**config.mk**
```make
export PLATFORM = sky130hd
export DESIGN_NAME = ign_perm_ram
export DESIGN_NICKNAME = d
export VERILOG_FILES = /design/src/rtl/improved_gradient_noise_3d_defines.svh /design/src/rtl/ign_pkg.sv /design/src/rtl/ign_perm_ram.sv
export SDC_FILE = /design/constraint.sdc
export NUM_CORES = 2
export LEC_CHECK = 0
export BUFFER_PORTS_ARGS = -buffer_cell sky130_fd_sc_hd__buf_2
export CORE_MARGIN = 4
export CORE_UTILIZATION = 25
export DETAILED_ROUTE_END_ITERATION = 6
export PLACE_DENSITY = 0.45
export SLEW_MARGIN = 25
export SYNTH_ARGS = -nofsm -noshare
export SYNTH_HDL_FRONTEND = slang
export SYNTH_SLANG_ARGS = --single-unit
export TNS_END_PERCENT = 50
```
**constraint.sdc**
```tcl
create_clock -name clock -period 9.1 [get_ports clock]
set_input_delay 1.82 -clock clock [delete_from_list [all_inputs] [get_ports clock]]
set_output_delay 1.82 -clock clock [all_outputs]
set_load 0.05 [all_outputs]
```
**src/rtl/improved_gradient_noise_3d_defines.svh**
```systemverilog
// Assertion macros shared by the improved gradient noise 3D RTL.
// Needs signals named clock and reset in the module that uses them.
`ifndef IMPROVED_GRADIENT_NOISE_3D_DEFINES_SVH
`define IMPROVED_GRADIENT_NOISE_3D_DEFINES_SVH

// Consequent is checked in the same cycle as the antecedent.
`define IGN_ASSERT_SAME(name, ante, cons, msg) \
   name: assert property (@(posedge clock) disable iff (reset) (ante) |-> (cons)) \
      else $error(msg);

// Consequent is checked in the cycle after the antecedent.
`define IGN_ASSERT_NEXT(name, ante, cons, msg) \
   name: assert property (@(posedge clock) disable iff (reset) (ante) |=> (cons)) \
      else $error(msg);

`endif

```
**src/rtl/ign_pkg.sv**
```systemverilog
// Package for the improved gradient noise 3D block: widths, codes, types
// and the gradient function. No dependencies.
`default_nettype none

package ign_pkg;

   localparam int FRAC_BITS  = 16;
   localparam int CELL_BITS  = 8;
   localparam int TABLE_SIZE = 256;
   localparam int FADE_W     = 18;
   localparam int COORD_W    = 18;
   localparam int GRAD_W     = 19;
   localparam int VAL_W      = 24;
   localparam int OUT_W      = 18;
   localparam int OFFSET_W   = 24;

   localparam logic [3:0] HASH_MASK = 4'hF;

   // Register indexes on the configuration port.
   localparam logic [1:0] REG_OFFSET_X = 2'd0;
   localparam logic [1:0] REG_OFFSET_Y = 2'd1;
   localparam logic [1:0] REG_OFFSET_Z = 2'd2;

   typedef enum logic {
      OP_EVAL  = 1'b0,
      OP_WRITE = 1'b1
   } op_type;

   // Write port of one permutation table copy.
   typedef struct packed {
      logic                 en;
      logic [CELL_BITS-1:0] addr;
      logic [CELL_BITS-1:0] data;
   } perm_wr_type;

   // Dot product of a cube-edge direction, chosen by the hash, with the corner offset.
   function automatic logic signed [GRAD_W-1:0] grad_dot(
      input logic [CELL_BITS-1:0]      hash,
      input logic signed [COORD_W-1:0] x,
      input logic signed [COORD_W-1:0] y,
      input logic signed [COORD_W-1:0] z
   );
      logic [3:0]               h;
      logic signed [GRAD_W-1:0] gu;
      logic signed [GRAD_W-1:0] gv;
      h  = hash[3:0] & HASH_MASK;
      gu = (h < 4'd8) ? GRAD_W'(x) : GRAD_W'(y);
      if (h < 4'd4) begin
         gv = GRAD_W'(y);
      end else if (h == 4'd12 || h == 4'd14) begin
         gv = GRAD_W'(x);
      end else begin
         gv = GRAD_W'(z);
      end
      if (h[0]) begin
         gu = -gu;
      end
      if (h[1]) begin
         gv = -gv;
      end
      return gu + gv;
   endfunction

endpackage

`default_nettype wire

```
**src/rtl/ign_perm_ram.sv**
```systemverilog
// One copy of the 256-entry permutation table with two read ports.
// Depends on ign_pkg. Entries never written read back as their own index.
`default_nettype none

module ign_perm_ram (
   input  wire logic                          clock,
   input  wire logic                          reset,
   input  wire ign_pkg::perm_wr_type          wr,
   input  wire logic [ign_pkg::CELL_BITS-1:0] rd_addr_a,
   input  wire logic [ign_pkg::CELL_BITS-1:0] rd_addr_b,
   output logic      [ign_pkg::CELL_BITS-1:0] rd_data_a,
   output logic      [ign_pkg::CELL_BITS-1:0] rd_data_b
);

   logic [ign_pkg::CELL_BITS-1:0] mem_ff [ign_pkg::TABLE_SIZE];
   logic [ign_pkg::TABLE_SIZE-1:0] written_ff;
   logic [ign_pkg::CELL_BITS-1:0] data_a_ff, data_b_ff, addr_a_ff, addr_b_ff;
   logic                          hit_a_ff, hit_b_ff;

   // Storage array and registered reads.
   always_ff @(posedge clock) begin
      if (wr.en) begin
         mem_ff[wr.addr] <= wr.data;
      end
      data_a_ff <= mem_ff[rd_addr_a];
      data_b_ff <= mem_ff[rd_addr_b];
      addr_a_ff <= rd_addr_a;
      addr_b_ff <= rd_addr_b;
   end

   // Written flags; reset returns the table to identity at once.
   always_ff @(posedge clock) begin
      if (reset) begin
         written_ff <= '0;
         hit_a_ff   <= 1'b0;
         hit_b_ff   <= 1'b0;
      end else begin
         if (wr.en) begin
            written_ff[wr.addr] <= 1'b1;
         end
         hit_a_ff <= written_ff[rd_addr_a];
         hit_b_ff <= written_ff[rd_addr_b];
      end
   end

   assign rd_data_a = hit_a_ff ? data_a_ff : addr_a_ff;
   assign rd_data_b = hit_b_ff ? data_b_ff : addr_b_ff;

endmodule

`default_nettype wire

```
==> results.md <==
- Clk buf depth: 4
- FMAX: 183 MHz
- Core ar.: 427,000 um^2
- Syn_nets: 5,499
- VDD IR max: 0.000126 V
- Skew final: 0.0321 ns
- Largest net degree at the start of global routing: 161
- Crit path cell chain: buf_8, buf_4, buf_4, mux4_2, mux4_2, a22oi_1, a21oi_1, or4_1
- Crit-path max cell delay: 0.75 ns
- Yosys cell types: 51
- Initial antenna violation count: 31
- Max-cap violations: 0
- Layout cells sized above 1: 38.8%
- First-pass GRT wire length: 521,000 um
- Number of top-level pins: 51
- Pwr Density: 197 nW/um^2
- Antenna viol nets, final: 0
- Critical Path End Type: register
- Final period util: 60.1%
- Worst path required time: 9.85 ns
- Slowest stage cell, crit path: a22oi_1
- Sink Count: 2,338
- CTS tree: done
- GP Congestion: 0.824
- DP Cell Count: 11,000
- Status: finished clean
- Worst Setup SP: rd_addr_a[1]
- Share of the synthesized area in the top cell type: 57.4%
- Die area: 439,000 um^2
- Critical Path Fanout Max: 52
- Number of global-route vias before repair: 62,000
- Syn avg cell area: 19.6 um^2
- Prevailing post-synth register cell: edfxtp_1
- WL final: 378,000 um
- Critical Path AT: 6.22 ns
- Routed vias/inst: 5.19
- Root Driver: clkbuf_16
- Worst slew pin tran: 1.32 ns
- Setup CP Type: input pin to register
- Synth top area cells: edfxtp_1 (57%), mux4_2 (29%), dfxtp_1 (5.4%)
- Min-delay worst type: register to register
- Slew Limit Fails: 0
- Final setup fails: 0
- Drt drc: 0
- Commonest cells post-synth: edfxtp_1 (2,048), mux4_2 (1,372), nor2_1 (730)
- RR Startpoint: mem_ff[120][5]$_DFFE_PP_
- Hold Path Origin: written_ff[62]$_SDFFE_PP0P_
- Nets: 5,656
- HPWL Detailed: 234,000 um
- DR iter-0 viols: 6,492
- Avg WL per Cell: 32.7 um
- Global route overflow: 0
- # hold bufs at CTS: 0
- Worst-path clk slew: 0.06 ns
- Area growth, synth to finish: 16.2%
- Most frequent cell after synthesis: edfxtp_1
- Final setup TNS: 0 ns
- # rows: 240
- Final Non-Filler Cells: 11,600
- Slew headroom: 11.7%
- Cell accounting for the most synthesized area: edfxtp_1
- Pleak: 37.7 nW
- Synth Register Bits: 2,338
- Delay-heaviest family, CP: buffers and inverters
- Asr flop ratio synth: 0%
- Total global-route track usage: 16.8%
- Die Y: 663 um
- CP Launch Type: input pin
- Final Hold Viols: 0
- Post-synth EDFFs: 2,048
- Syn. warnings: 0
- Cts bufs inserted: 279
- Clk Latency, worst-skew pair: 0.90 ns
- Post-Synthesis Cells: 5,464
- # Post-CTS Setup Buffers: 0
- Buffers on Ports: 50
- WP buf/inv: 3
- # resized after CTS: 0
- RSZ-0062 raised after global routing: no
- Initial Utilization: 25.1%
- Via count: 60,000
- Min cycle time layout: 5.47 ns
- Seq/Total Area, Yosys: 62.8%
- Mapped Area: 107,000 um^2
- Htree depth: 5
- DR pass1 iterations: 6
- Width of the die: 663 um
==> metrics by stage <==
step	setup WS [ns]	area [um^2]	power [mW]	hold WS, ns	util, %
after detailed placement	2.72	116000	13.9	0.477	27.1
after global placement	2.62	115000	13.8	0.461	27.0
final	3.63	125000	24.5	0.487	29.2
after global routing	3.51	124000	25.3	0.516	29.2
after floorplan	4.67	107000	13.0	0.450	-
after CTS	3.70	124000	24.8	0.489	29.1
==> cell usage in the layout, fill, tap and decap left out, types with 40 or more instances in the layout <==
master	n
a21oi_1	79
a22oi_1	128
buf_4	228
clkbuf_1	69
clkbuf_16	287
clkinv_1	55
dfxtp_1	290
edfxtp_1	2048
mux2i_1	82
mux4_2	1372
nand2_1	40
nor2_1	608
nor2_2	101
==> kinds of logic after synthesis <==
group / after synthesis / synth area share (%)
buffers and inverters: 450 / 1.86
AND/OR/NAND/NOR: 863 / 3.22
AO/OA/AOI/OAI: 339 / 2.27
flip-flops: 2338 / 62.8
multiplexers: 1474 / 29.8
==> state kept, by name (all words and copies together), names as in the netlist <==
name        flops
hit_a_ff        1
addr_b_ff       8
written_ff    256
mem_ff       2048
data_a_ff       8
addr_a_ff       8
data_b_ff       8
hit_b_ff        1
==> area by class of cell <==
class / instances / area, um^2
inverters: 8 / 45.0
repair buffers: 318 / 2950
clock buffers: 368 / 7610
multi-input cells: 2676 / 38300
flip-flops and latches: 2338 / 67300
well taps: 5687 / 7120
clock inverters: 133 / 1090
fillers: 41800 / 303000
diodes: 25 / 62.6
==> per-layer routing <==
| metal | vias up | GRT usage (%) | wire length, um |
|---|---|---|---|
| li1 | 23700 | - | - |
| met1 | 33200 | 22.9 | 158000 |
| met2 | 2457 | 27.2 | 181000 |
| met3 | 570 | 2.91 | 26000 |
| met4 | 14 | 5.47 | 13000 |
| met5 | - | 0 | 94 |
==> where the power goes <==
| part | switching (mW) | total (mW) | leakage, nW | internal (mW) |
|---|---|---|---|---|
| Sequential | 0.0319 | 11.7 | 20.8 | 11.7 |
| Combinational | 1.16 | 1.90 | 12.7 | 0.740 |
| Clock | 4.58 | 10.8 | 4.25 | 6.27 |
==> tightest hold or removal path: stages (launching register included) <==
cell	delay, ns
dfxtp_1	0.33
nor2_1	0.05
nor2_1	0.07
==> worst paths after layout <==
| kind | cells past startpoint | end | slack (ns) |
|---|---|---|---|
| setup / recovery | 8 | data_a_ff[5]$_DFF_P_ | 3.63 |
| hold / removal | 2 | written_ff[62]$_SDFFE_PP0P_ | 0.49 |
| setup reg to reg | 5 | data_a_ff[5]$_DFF_P_ | 5.85 |
| hold reg to reg | 2 | written_ff[62]$_SDFFE_PP0P_ | 0.49 |
Note: power is estimated with default switching activity, not from simulation.
