$ cat src/rtl/improved_gradient_noise_3d_defines.svh
// Assertion macros shared by the improved gradient noise 3D RTL.
// Needs signals named clock and reset in the module that uses them.
`ifndef IMPROVED_GRADIENT_NOISE_3D_DEFINES_SVH
`define IMPROVED_GRADIENT_NOISE_3D_DEFINES_SVH

// Consequent is checked in the same cycle as the antecedent.
`define IGN_ASSERT_SAME(name, ante, cons, msg) \
   name: assert property (@(posedge clock) disable iff (reset) (ante) |-> (cons)) \
      else $error(msg);

// Consequent is checked in the cycle after the antecedent.
`define IGN_ASSERT_NEXT(name, ante, cons, msg) \
   name: assert property (@(posedge clock) disable iff (reset) (ante) |=> (cons)) \
      else $error(msg);

`endif

$ cat src/rtl/ign_pkg.sv
// Package for the improved gradient noise 3D block: widths, codes, types
// and the gradient function. No dependencies.
`default_nettype none

package ign_pkg;

   localparam int FRAC_BITS  = 16;
   localparam int CELL_BITS  = 8;
   localparam int TABLE_SIZE = 256;
   localparam int FADE_W     = 18;
   localparam int COORD_W    = 18;
   localparam int GRAD_W     = 19;
   localparam int VAL_W      = 24;
   localparam int OUT_W      = 18;
   localparam int OFFSET_W   = 24;

   localparam logic [3:0] HASH_MASK = 4'hF;

   // Register indexes on the configuration port.
   localparam logic [1:0] REG_OFFSET_X = 2'd0;
   localparam logic [1:0] REG_OFFSET_Y = 2'd1;
   localparam logic [1:0] REG_OFFSET_Z = 2'd2;

   typedef enum logic {
      OP_EVAL  = 1'b0,
      OP_WRITE = 1'b1
   } op_type;

   // Write port of one permutation table copy.
   typedef struct packed {
      logic                 en;
      logic [CELL_BITS-1:0] addr;
      logic [CELL_BITS-1:0] data;
   } perm_wr_type;

   // Dot product of a cube-edge direction, chosen by the hash, with the corner offset.
   function automatic logic signed [GRAD_W-1:0] grad_dot(
      input logic [CELL_BITS-1:0]      hash,
      input logic signed [COORD_W-1:0] x,
      input logic signed [COORD_W-1:0] y,
      input logic signed [COORD_W-1:0] z
   );
      logic [3:0]               h;
      logic signed [GRAD_W-1:0] gu;
      logic signed [GRAD_W-1:0] gv;
      h  = hash[3:0] & HASH_MASK;
      gu = (h < 4'd8) ? GRAD_W'(x) : GRAD_W'(y);
      if (h < 4'd4) begin
         gv = GRAD_W'(y);
      end else if (h == 4'd12 || h == 4'd14) begin
         gv = GRAD_W'(x);
      end else begin
         gv = GRAD_W'(z);
      end
      if (h[0]) begin
         gu = -gu;
      end
      if (h[1]) begin
         gv = -gv;
      end
      return gu + gv;
   endfunction

endpackage

`default_nettype wire

$ cat src/rtl/ign_lerp.sv
// Two-stage linear blend a + round((b - a) * w) with half-up rounding.
// Depends on ign_pkg.
`default_nettype none

module ign_lerp (
   input  wire logic                             clock,
   input  wire logic signed [ign_pkg::VAL_W-1:0] a,
   input  wire logic signed [ign_pkg::VAL_W-1:0] b,
   input  wire logic        [ign_pkg::FADE_W-1:0] w,
   output logic      signed [ign_pkg::VAL_W-1:0] y
);

   localparam int PW = 44;
   localparam logic signed [PW-1:0] HALF = PW'(1) <<< (ign_pkg::FRAC_BITS - 1);

   logic signed [ign_pkg::VAL_W-1:0] a_ff, y_ff;
   logic signed [PW-1:0]             prod_ff;
   logic signed [ign_pkg::VAL_W:0]   diff;
   logic signed [ign_pkg::FADE_W:0]  ws;
   logic signed [PW-1:0]             rounded;

   // Multiply the difference by the weight, then round and add back.
   always_comb begin
      diff    = (ign_pkg::VAL_W+1)'(b) - (ign_pkg::VAL_W+1)'(a);
      ws      = signed'({1'b0, w});
      rounded = (prod_ff + HALF) >>> ign_pkg::FRAC_BITS;
   end

   always_ff @(posedge clock) begin
      a_ff    <= a;
      prod_ff <= PW'(diff) * PW'(ws);
      y_ff    <= a_ff + rounded[ign_pkg::VAL_W-1:0];
   end

   assign y = y_ff;

endmodule

`default_nettype wire

$ cat config.mk
export PLATFORM = sky130hd
export DESIGN_NAME = ign_lerp
export DESIGN_NICKNAME = d
export VERILOG_FILES = /design/src/rtl/improved_gradient_noise_3d_defines.svh /design/src/rtl/ign_pkg.sv /design/src/rtl/ign_lerp.sv
export SDC_FILE = /design/constraint.sdc
export NUM_CORES = 1
export LEC_CHECK = 0
export BUFFER_PORTS_ARGS = -buffer_cell sky130_fd_sc_hd__buf_2
export CAP_MARGIN = 15
export CORE_MARGIN = 1.5
export CORE_UTILIZATION = 55
export CTS_BUF_LIST = sky130_fd_sc_hd__clkbuf_8
export CTS_CLUSTER_SIZE = 10
export DETAILED_ROUTE_END_ITERATION = 7
export GPL_ROUTABILITY_DRIVEN = 0
export PLACE_DENSITY = 0.74
export SYNTH_ARGS = -nofsm -noshare
export SYNTH_HDL_FRONTEND = slang
export SYNTH_SLANG_ARGS = --single-unit
export TNS_END_PERCENT = 50
$ cat constraint.sdc
create_clock -name clock -period 9.2 [get_ports clock]
set_input_delay 0.46 -clock clock [delete_from_list [all_inputs] [get_ports clock]]
set_output_delay 0.46 -clock clock [all_outputs]
set_load 0.02 [all_outputs]
==> impl_metrics.py <==
metrics = {
    "cts": {
        "clkSinkCount": 73,
        "numCtsBuffers": 9,
        "clock-root-buffer": "clkbuf_8",
        "cts_tree": "built",
        "post_cts_buffers": 0,
        "clock_path_buffers": 2,
        "worstSkewPairLatency_ns": 0.36,
        "cts_hold_buf": 0,
        "htreeDepth": 3,
        "clkTransAtPathRegs_ns": 0.10,
        "post_cts_resize_count": 0,
    },
    "outcome": {
        "status": "completed",
    },
    "sta": {
        "final.setup.tns_ns": 0,
        "maxSlewViolCount": 0,
        "tightest_slew_ns": 0.9371,
        "fin_crit_ns": 8.691,
        "hold_violations": 0,
        "slew_headroom_pct": 37.08,
        "max_freq_ghz": 0.1151,
        "skew_ns": 0.01770,
        "post-route-period-util_pct": 94.46,
        "grt_setup_unrepaired": "false",
        "setup_violations": 0,
    },
    "place": {
        "dpl_cell_area_mm2": 0.02026,
        "hpwl_um": 37230,
        "portBuffers": 90,
        "dp_cells": 2663,
    },
    "floorplan": {
        "fp-row-count": 68,
        "core_mm2": 0.03454,
        "die_w_um": 190.2,
        "ios": 91,
        "die_area_mm2": 0.03616,
        "initial_core_util_pct": 55.77,
        "dieHeight_um": 190.2,
    },
    "worst_setup_path": {
        "critPathKind": "in2reg",
        "cp-end-kind": "flop",
        "rrSetupSlack_ns": 5.38,
        "arrival_ns": 8.92,
        "reg2reg_from": "prod_ff[17]",
        "crit_slowest_cell": "fa_1",
        "r2r_cells": 16,
        "critPathBufInv": 7,
        "worstPathMaxFanout": 18,
        "cp-start-kind": "primary input",
        "r2r-end": "y[23]",
        "cpPeakStageDelay_ns": 0.55,
        "cpMostUsedCell": "fa_1",
        "critical-path-top-delay-family": "adder cells",
        "required_ns": 9.43,
    },
    "finish": {
        "utilization_pct": 59.23,
        "synthToLayoutAreaGrowth_pct": 6.209,
        "fin_nets": 2852,
        "diodes": 0,
        "final_area_mm2": 0.02046,
        "drive_above_1_share_pct": 6.835,
        "final_cells": 2679,
    },
    "global_routing": {
        "antenna_found_initial": 1,
        "grt.total_usage_pct": 26.54,
        "grt_pass1_vias": 15600,
        "grt_max_degree": 27,
        "grt_overflow": 0,
        "grt_pass1_wl_um": 75560,
    },
    "logic_synthesis": {
        "ys_types": 57,
        "synth_warnings": 0,
        "synth_area_mm2": 0.01926,
        "netlist_instances": 2156,
        "synthFlopType": "dfxtp_1",
        "async_flop_share_pct": 0,
        "seq_area_frac_synth_pct": 7.586,
        "syn_nets": 2789,
        "synth_edf_count": 0,
        "ys_seq_elements": 73,
        "syn-mean-instance-area_um2": 8.935,
    },
    "flow_run": {
        "cap_violations": 0,
    },
    "routing": {
        "vias": 14130,
        "totalWireLength_um": 45450,
        "postRouteAntennaNets": 0,
        "dr.pass1.iters": 5,
        "drt-initial-drc-count": 667,
        "wire_per_inst_um": 16.96,
        "drc": 0,
        "routed_via_density": 5.272,
    },
    "min_path": {
        "hold_class": "in2reg",
        "hold_start": "a[20]",
        "whs_path_depth": 1,
        "whs_endpoint": "a_ff[20]",
    },
}
-- placed cells by master, fill, tap and decap left out, drive strengths merged, types with 3 or more instances in the layout --
master,netlist,routed
inv,554,556
nand3,19,19
nor2b,37,37
a31oi,5,5
o21bai,8,8
nand2,213,213
o21a,13,13
and3,11,11
a2111oi,3,3
xor2,26,26
nand4,9,9
a211oi,9,9
xnor2,71,71
or3,9,9
buf,4,121
nor2,55,55
nor3,11,11
ha,151,151
nand2b,19,19
o21ai,30,30
a21oi,55,55
and2,223,223
fa,415,415
o211ai,10,10
a21boi,3,3
dfxtp,73,73
and4,3,3
a21o,29,29
clkbuf,65,9
-- how the worst max path moves through the flow --
stage                     startpoint     endpoint  depth (start not counted)  slack (ns)
final                           a[0]  prod_ff[39]                         35        0.51
after global routing            a[0]  prod_ff[39]                         35        0.08
after CTS                       a[0]  prod_ff[39]                         33        0.45
after detailed placement        a[0]  prod_ff[39]                         29        0.12
after global placement          a[0]  prod_ff[39]                         29        0.38
after floorplan                 b[0]  prod_ff[39]                         34        0.90
-- stage by stage --
stage,setup slack [ns],hold WS (ns)
after global routing,0.07753,0.2067
after floorplan,0.8961,0.4324
after detailed placement,0.1200,0.4896
final,0.5093,0.2158
after CTS,0.4548,0.2095
after global placement,0.3804,0.4803
-- per-layer routing --
metal  vias to the layer above  GRT usage [%]  share of wire (%)
met3                       102          2.398                3.8
li1                       6463              -                  -
met5                         -              0                  0
met1                      7215          31.02                 39
met2                       345          50.17                 53
met4                         0          9.964                3.9
-- synth_stat cells (all sizes together), types with 4 or more instances --
cell / instances / share of area, %
clkbuf: 65 / 1.3
nor2b: 37 / 1.2
ha: 151 / 9.8
xnor2: 71 / 3.2
nor2: 55 / 1.1
a21o: 29 / 1.1
o21a: 13 / 0.51
buf: 4 / 0.084
inv: 554 / 11
o211ai: 10 / 0.42
nand2b: 19 / 0.62
a211oi: 9 / 0.38
nand2: 213 / 4.2
fa: 415 / 43
a21oi: 55 / 1.4
nand3: 19 / 0.52
a31oi: 5 / 0.16
nor3: 11 / 0.29
and3: 11 / 0.36
and2: 223 / 7.2
dfxtp: 73 / 7.6
o21ai: 30 / 0.80
nand4: 9 / 0.29
xor2: 26 / 1.2
or3: 9 / 0.29
o21bai: 8 / 0.31
-- layout make-up --
class | count | area, um^2
fillers | 3103 | 14080
well taps | 455 | 569.3
clock inverters | 7 | 71.32
repair buffers | 121 | 683.2
multi-input cells | 1460 | 15470
inverters | 554 | 2079
flip-flops and latches | 73 | 1461
clock buffers | 9 | 123.9
-- flip-flops by register name (all words and copies together) (netlist names) --
signal and count:
a_ff 24, y 24, prod_ff 25
-- cells by family after synthesis --
| group | synth area share, % |
|---|---|
| muxes | 0.05845 |
| adders and majority gates | 52.94 |
| AOI/OAI and AO/OA | 6.222 |
| xor gates and xnor gates | 4.651 |
| DFF | 7.586 |
| and+or+nand+nor | 16.40 |
| buffers and inverters | 12.15 |
Power is left out: the tool's default activity adds up to more than one toggle a clock period on the data nets, which glitch-free logic cannot reach.
