<file path="config.mk">
export PLATFORM = sky130hd
export DESIGN_NAME = ign_fade
export DESIGN_NICKNAME = d
export VERILOG_FILES = /design/src/rtl/improved_gradient_noise_3d_defines.svh /design/src/rtl/ign_pkg.sv /design/src/rtl/ign_fade.sv
export SDC_FILE = /design/constraint.sdc
export NUM_CORES = 2
export LEC_CHECK = 0
export ABC_CLOCK_PERIOD_IN_PS = 21100
export BUFFER_PORTS_ARGS = -buffer_cell sky130_fd_sc_hd__buf_4
export CAP_MARGIN = 30
export CORE_MARGIN = 2
export CORE_UTILIZATION = 30
export CTS_CLUSTER_DIAMETER = 40
export DETAILED_ROUTE_END_ITERATION = 10
export PLACE_DENSITY_LB_ADDON = 0.15
export SLEW_MARGIN = 15
export SYNTH_ARGS = -nofsm -noshare
export SYNTH_HDL_FRONTEND = slang
export SYNTH_SLANG_ARGS = --single-unit
</file>
<file path="constraint.sdc">
create_clock -name clock -period 21.1 [get_ports clock]
set_input_delay 4.22 -clock clock [delete_from_list [all_inputs] [get_ports clock]]
set_output_delay 4.22 -clock clock [all_outputs]
set_load 0.02 [all_outputs]
</file>
<file path="src/rtl/improved_gradient_noise_3d_defines.svh">
// Assertion macros shared by the improved gradient noise 3D RTL.
// Needs signals named clock and reset in the module that uses them.
`ifndef IMPROVED_GRADIENT_NOISE_3D_DEFINES_SVH
`define IMPROVED_GRADIENT_NOISE_3D_DEFINES_SVH

// Consequent is checked in the same cycle as the antecedent.
`define IGN_ASSERT_SAME(name, ante, cons, msg) \
   name: assert property (@(posedge clock) disable iff (reset) (ante) |-> (cons)) \
      else $error(msg);

// Consequent is checked in the cycle after the antecedent.
`define IGN_ASSERT_NEXT(name, ante, cons, msg) \
   name: assert property (@(posedge clock) disable iff (reset) (ante) |=> (cons)) \
      else $error(msg);

`endif

</file>
<file path="src/rtl/ign_pkg.sv">
// Package for the improved gradient noise 3D block: widths, codes, types
// and the gradient function. No dependencies.
`default_nettype none

package ign_pkg;

   localparam int FRAC_BITS  = 16;
   localparam int CELL_BITS  = 8;
   localparam int TABLE_SIZE = 256;
   localparam int FADE_W     = 18;
   localparam int COORD_W    = 18;
   localparam int GRAD_W     = 19;
   localparam int VAL_W      = 24;
   localparam int OUT_W      = 18;
   localparam int OFFSET_W   = 24;

   localparam logic [3:0] HASH_MASK = 4'hF;

   // Register indexes on the configuration port.
   localparam logic [1:0] REG_OFFSET_X = 2'd0;
   localparam logic [1:0] REG_OFFSET_Y = 2'd1;
   localparam logic [1:0] REG_OFFSET_Z = 2'd2;

   typedef enum logic {
      OP_EVAL  = 1'b0,
      OP_WRITE = 1'b1
   } op_type;

   // Write port of one permutation table copy.
   typedef struct packed {
      logic                 en;
      logic [CELL_BITS-1:0] addr;
      logic [CELL_BITS-1:0] data;
   } perm_wr_type;

   // Dot product of a cube-edge direction, chosen by the hash, with the corner offset.
   function automatic logic signed [GRAD_W-1:0] grad_dot(
      input logic [CELL_BITS-1:0]      hash,
      input logic signed [COORD_W-1:0] x,
      input logic signed [COORD_W-1:0] y,
      input logic signed [COORD_W-1:0] z
   );
      logic [3:0]               h;
      logic signed [GRAD_W-1:0] gu;
      logic signed [GRAD_W-1:0] gv;
      h  = hash[3:0] & HASH_MASK;
      gu = (h < 4'd8) ? GRAD_W'(x) : GRAD_W'(y);
      if (h < 4'd4) begin
         gv = GRAD_W'(y);
      end else if (h == 4'd12 || h == 4'd14) begin
         gv = GRAD_W'(x);
      end else begin
         gv = GRAD_W'(z);
      end
      if (h[0]) begin
         gu = -gu;
      end
      if (h[1]) begin
         gv = -gv;
      end
      return gu + gv;
   endfunction

endpackage

`default_nettype wire

</file>
<file path="src/rtl/ign_fade.sv">
// Four-stage fade curve 6t^5-15t^4+10t^3 in fixed point.
// Depends on ign_pkg.
`default_nettype none

module ign_fade (
   input  wire logic                          clock,
   input  wire logic [ign_pkg::FRAC_BITS-1:0] t,
   output logic      [ign_pkg::FADE_W-1:0]    fade
);

   localparam logic [39:0] HALF = 40'd1 << (ign_pkg::FRAC_BITS - 1);

   logic [15:0] t_s1_ff, t_s2_ff;
   logic [31:0] tt_ff;
   logic [16:0] t2_ff;
   logic [20:0] pf_ff, pf_s3_ff;
   logic [17:0] t3_ff;
   logic [17:0] fade_ff;

   logic [36:0] poly;
   logic [36:0] poly_r;
   logic [31:0] tt_r;
   logic [33:0] t3_r;
   logic [39:0] fade_r;

   // Square of the fraction, t^2 rounding, polynomial and t^3, final product.
   always_comb begin
      tt_r   = tt_ff + HALF[31:0];
      poly   = 37'(tt_ff) * 37'd6 + (37'd10 << 32) - ((37'(t_s1_ff) * 37'd15) << 16);
      poly_r = poly + HALF[36:0];
      t3_r   = 34'(t2_ff) * 34'(t_s2_ff) + HALF[33:0];
      fade_r = 40'(t3_ff) * 40'(pf_s3_ff) + HALF;
   end

   always_ff @(posedge clock) begin
      t_s1_ff  <= t;
      tt_ff    <= 32'(t) * 32'(t);
      t_s2_ff  <= t_s1_ff;
      t2_ff    <= {tt_r < tt_ff, tt_r[31:16]};
      pf_ff    <= poly_r[36:16];
      t3_ff    <= t3_r[33:16];
      pf_s3_ff <= pf_ff;
      fade_ff  <= fade_r[33:16];
   end

   assign fade = fade_ff;

endmodule

`default_nettype wire

</file>
==> flow_summary.json <==
{
  "status": "complete, no violations",
  "synth_top_family_by_area": "adder cells",
  "syn-cell-area_um2": 35200,
  "cts_buffer_depth": 2,
  "synth_xor_area_share_pct": 3.78,
  "place_area_um2": 37200,
  "cts_resized": 0,
  "reg2reg_to": "t3_ff[12]",
  "num-fill-cells": 12200,
  "syn-num-nets": 4988,
  "synth_edf_count": 0,
  "clkLatencyLatePin_ps": 500,
  "nNetsFinal": 4962,
  "syn_inst": 3843,
  "grt_pass1_vias": 26200,
  "place_congestion": 0.803,
  "initial_core_util_pct": 30.3,
  "antenna_found_initial": 3,
  "die_y_um": 346,
  "fin_tns_setup_ps": 0,
  "start_kind": "primary input",
  "post-dp-hpwl_um": 70100,
  "worst_r2r_path_depth": 22,
  "synth_cell_type_count": 62,
  "setup-violations-final": 0,
  "avgSynthCellArea_um2": 9.15,
  "dr_total_vias": 23800,
  "wire_per_inst_um": 15.8,
  "maxCapViolCount": 0,
  "min_period_over_period_pct": 46.1,
  "grt_usage_pct": 14.8,
  "ff_latch_area_um2": 3140,
  "area_delta_synth_final_pct": 7.60,
  "reg2reg_setup_slack_ps": 13810,
  "yosysSeqAreaShare_pct": 8.94,
  "clk_pin_slew_worst_paths_ps": 70,
  "fin_area_um2": 37800,
  "cp-endpoint": "tt_ff[29]",
  "relSlewSlack_pct": 32.7,
  "drt_pass1_iterations": 5,
  "mostFrequentLayoutCells": "inv_1 (891), fa_1 (698), ha_1 (430)",
  "viasPerCell": 4.45,
  "synth.area.mux_share_pct": 0.146,
  "fmaxAchievable_mhz": 103,
  "io_buffers": 34,
  "clock-root-buffer": "clkbuf_16",
  "drc_errors": 0,
  "cts_tree": "yes",
  "synth-async-reset-ratio_pct": 0,
  "num_rows": 125,
  "dieArea_um2": 120000,
  "tightestPinTransition_ps": 1010,
  "ys_ff_latch": 157,
  "ys.flop_type": "dfxtp_1",
  "grt_pass1_wl_um": 142000,
  "worstPathRequired_ps": 21520,
  "die_width_um": 346,
  "cts_hold_buf": 0,
  "drive_above_1_share_pct": 2.98,
  "layout_commonest_cell": "inv_1",
  "htreeDepth": 4,
  "overflow": 0,
  "drt_iter0_markers": 862,
  "final_util_pct": 32.6,
  "drv_slew": 0,
  "clock_skew_ps": 21.2,
  "io_pins": 35,
  "critPathMaxFanout": 18,
  "wirelength_um": 84500,
  "rsz0062_at_grt": "false",
  "synth-simple-area-share_pct": 14.7,
  "cts_sinks": 157,
  "core_um2": 116000,
  "grt_max_degree": 22,
  "min_path_type": "reg -> reg",
  "crit_start": "t[6]",
  "synth-compound-area-share_pct": 6.70,
  "yosys.area_share.adder_pct": 55.0,
  "end_kind": "flip-flop",
  "cts_buffers": 17,
  "hold_violations": 0,
  "r2r-start": "t2_ff[6]",
  "arrival_ps": 10150,
  "postCtsSetupBuffers": 0,
  "drtAntennaViolNets": 0,
  "fin_crit_ps": 9730,
  "crit_type": "in -> reg",
  "ys_warn_count": 0,
  "multi_input_area_um2": 28300
}
## sequential cells by signal, indices dropped and copies added (netlist names)
name and count:
tt_ff 31, pf_ff 21, pf_s3_ff 21, fade 18
t3_ff 18, t2_ff 17, t_s2_ff 16, t_s1_ff 15
## metrics by stage
stage	hold WS, ps	instances	setup slack (ps)
floorplan	310	3843	11190
global placement	310	5315	10810
detailed placement	312	5318	10800
CTS	328	5350	11340
global route	336	5354	10960
finish	327	5357	11370
## synth_stat cells, types with 5 or more instances
cell | n | area, um2
xnor2_1 | 100 | 876
clkbuf_1 | 113 | 424
nor3_1 | 27 | 135
or2_2 | 5 | 31.3
o211ai_1 | 5 | 37.5
a211oi_1 | 15 | 113
a211o_1 | 6 | 52.6
dfxtp_1 | 157 | 3140
and2_1 | 391 | 2450
ha_1 | 430 | 5380
o21a_1 | 21 | 158
and3_1 | 14 | 87.6
a221o_1 | 5 | 50.1
o21bai_1 | 17 | 128
o41ai_1 | 5 | 43.8
fa_1 | 698 | 14000
o31ai_1 | 13 | 97.6
nand2b_1 | 18 | 113
o21ai_0 | 62 | 310
inv_1 | 891 | 3340
a21oi_1 | 104 | 521
a21o_1 | 54 | 405
nor2b_1 | 14 | 87.6
a31oi_1 | 18 | 113
nand4_1 | 16 | 100
nand2_1 | 425 | 1600
nor2_1 | 84 | 315
xor2_1 | 52 | 455
nand3_1 | 25 | 125
## worst min path at each step
stage / to / cells after the start / start / slack, ps
6_report: pf_s3_ff[10] / 0 / pf_ff[10] / 330
3_3_place_gp: pf_s3_ff[10] / 0 / pf_ff[10] / 310
4_1_cts: pf_s3_ff[15] / 0 / pf_ff[15] / 330
2_1_floorplan: pf_s3_ff[0] / 0 / pf_ff[0] / 310
5_1_grt: pf_s3_ff[13] / 0 / pf_ff[13] / 340
3_5_place_dp: pf_s3_ff[8] / 0 / pf_ff[8] / 310
## area by class of cell
type	instances	area share [%]
antenna	3	0.0198
multi-input combinational	2682	74.7
clock buffer	17	1.12
sequential	157	8.30
tap	1524	5.04
timing repair buffer	68	1.54
clock inverter	15	0.456
inverter	891	8.84
## logic make-up after synthesis
logic type / Yosys count
buffers and inverters: 1004
AO/OA/AOI/OAI: 360
multiplexers: 5
AND/OR/NAND/NOR: 1036
XOR/XNOR: 152
other: 1
adder cells (fa/ha/maj): 1128
flip-flops: 157
## metal layers
layer  global-route usage, %  part of all wire, %  vias to the layer above
li1                        -                    -                    11600
met1                    20.8                   50                    12000
met2                    25.0                   47                      179
met3                    1.10                  1.4                       52
met4                    2.90                  1.3                        0
met5                       0                    0                        -
## critical path: stages
cell and delay (ps):
buf_4 220, and2_1 210, inv_1 60, fa_1 470, inv_1 50, fa_1 500, inv_1 50, fa_1 520
inv_1 50, fa_1 390, fa_1 520, inv_1 50, fa_1 470, inv_1 40, ha_1 310, o21a_1 210
o21a_1 210, and3_1 190, a21oi_1 430, nor3_1 140, o31ai_1 350, nand2b_1 130, a31oi_1 210, xnor2_1 130
Power is not shown: default switching activity piles up to over one toggle a cycle in this logic, so the estimate is an artifact.
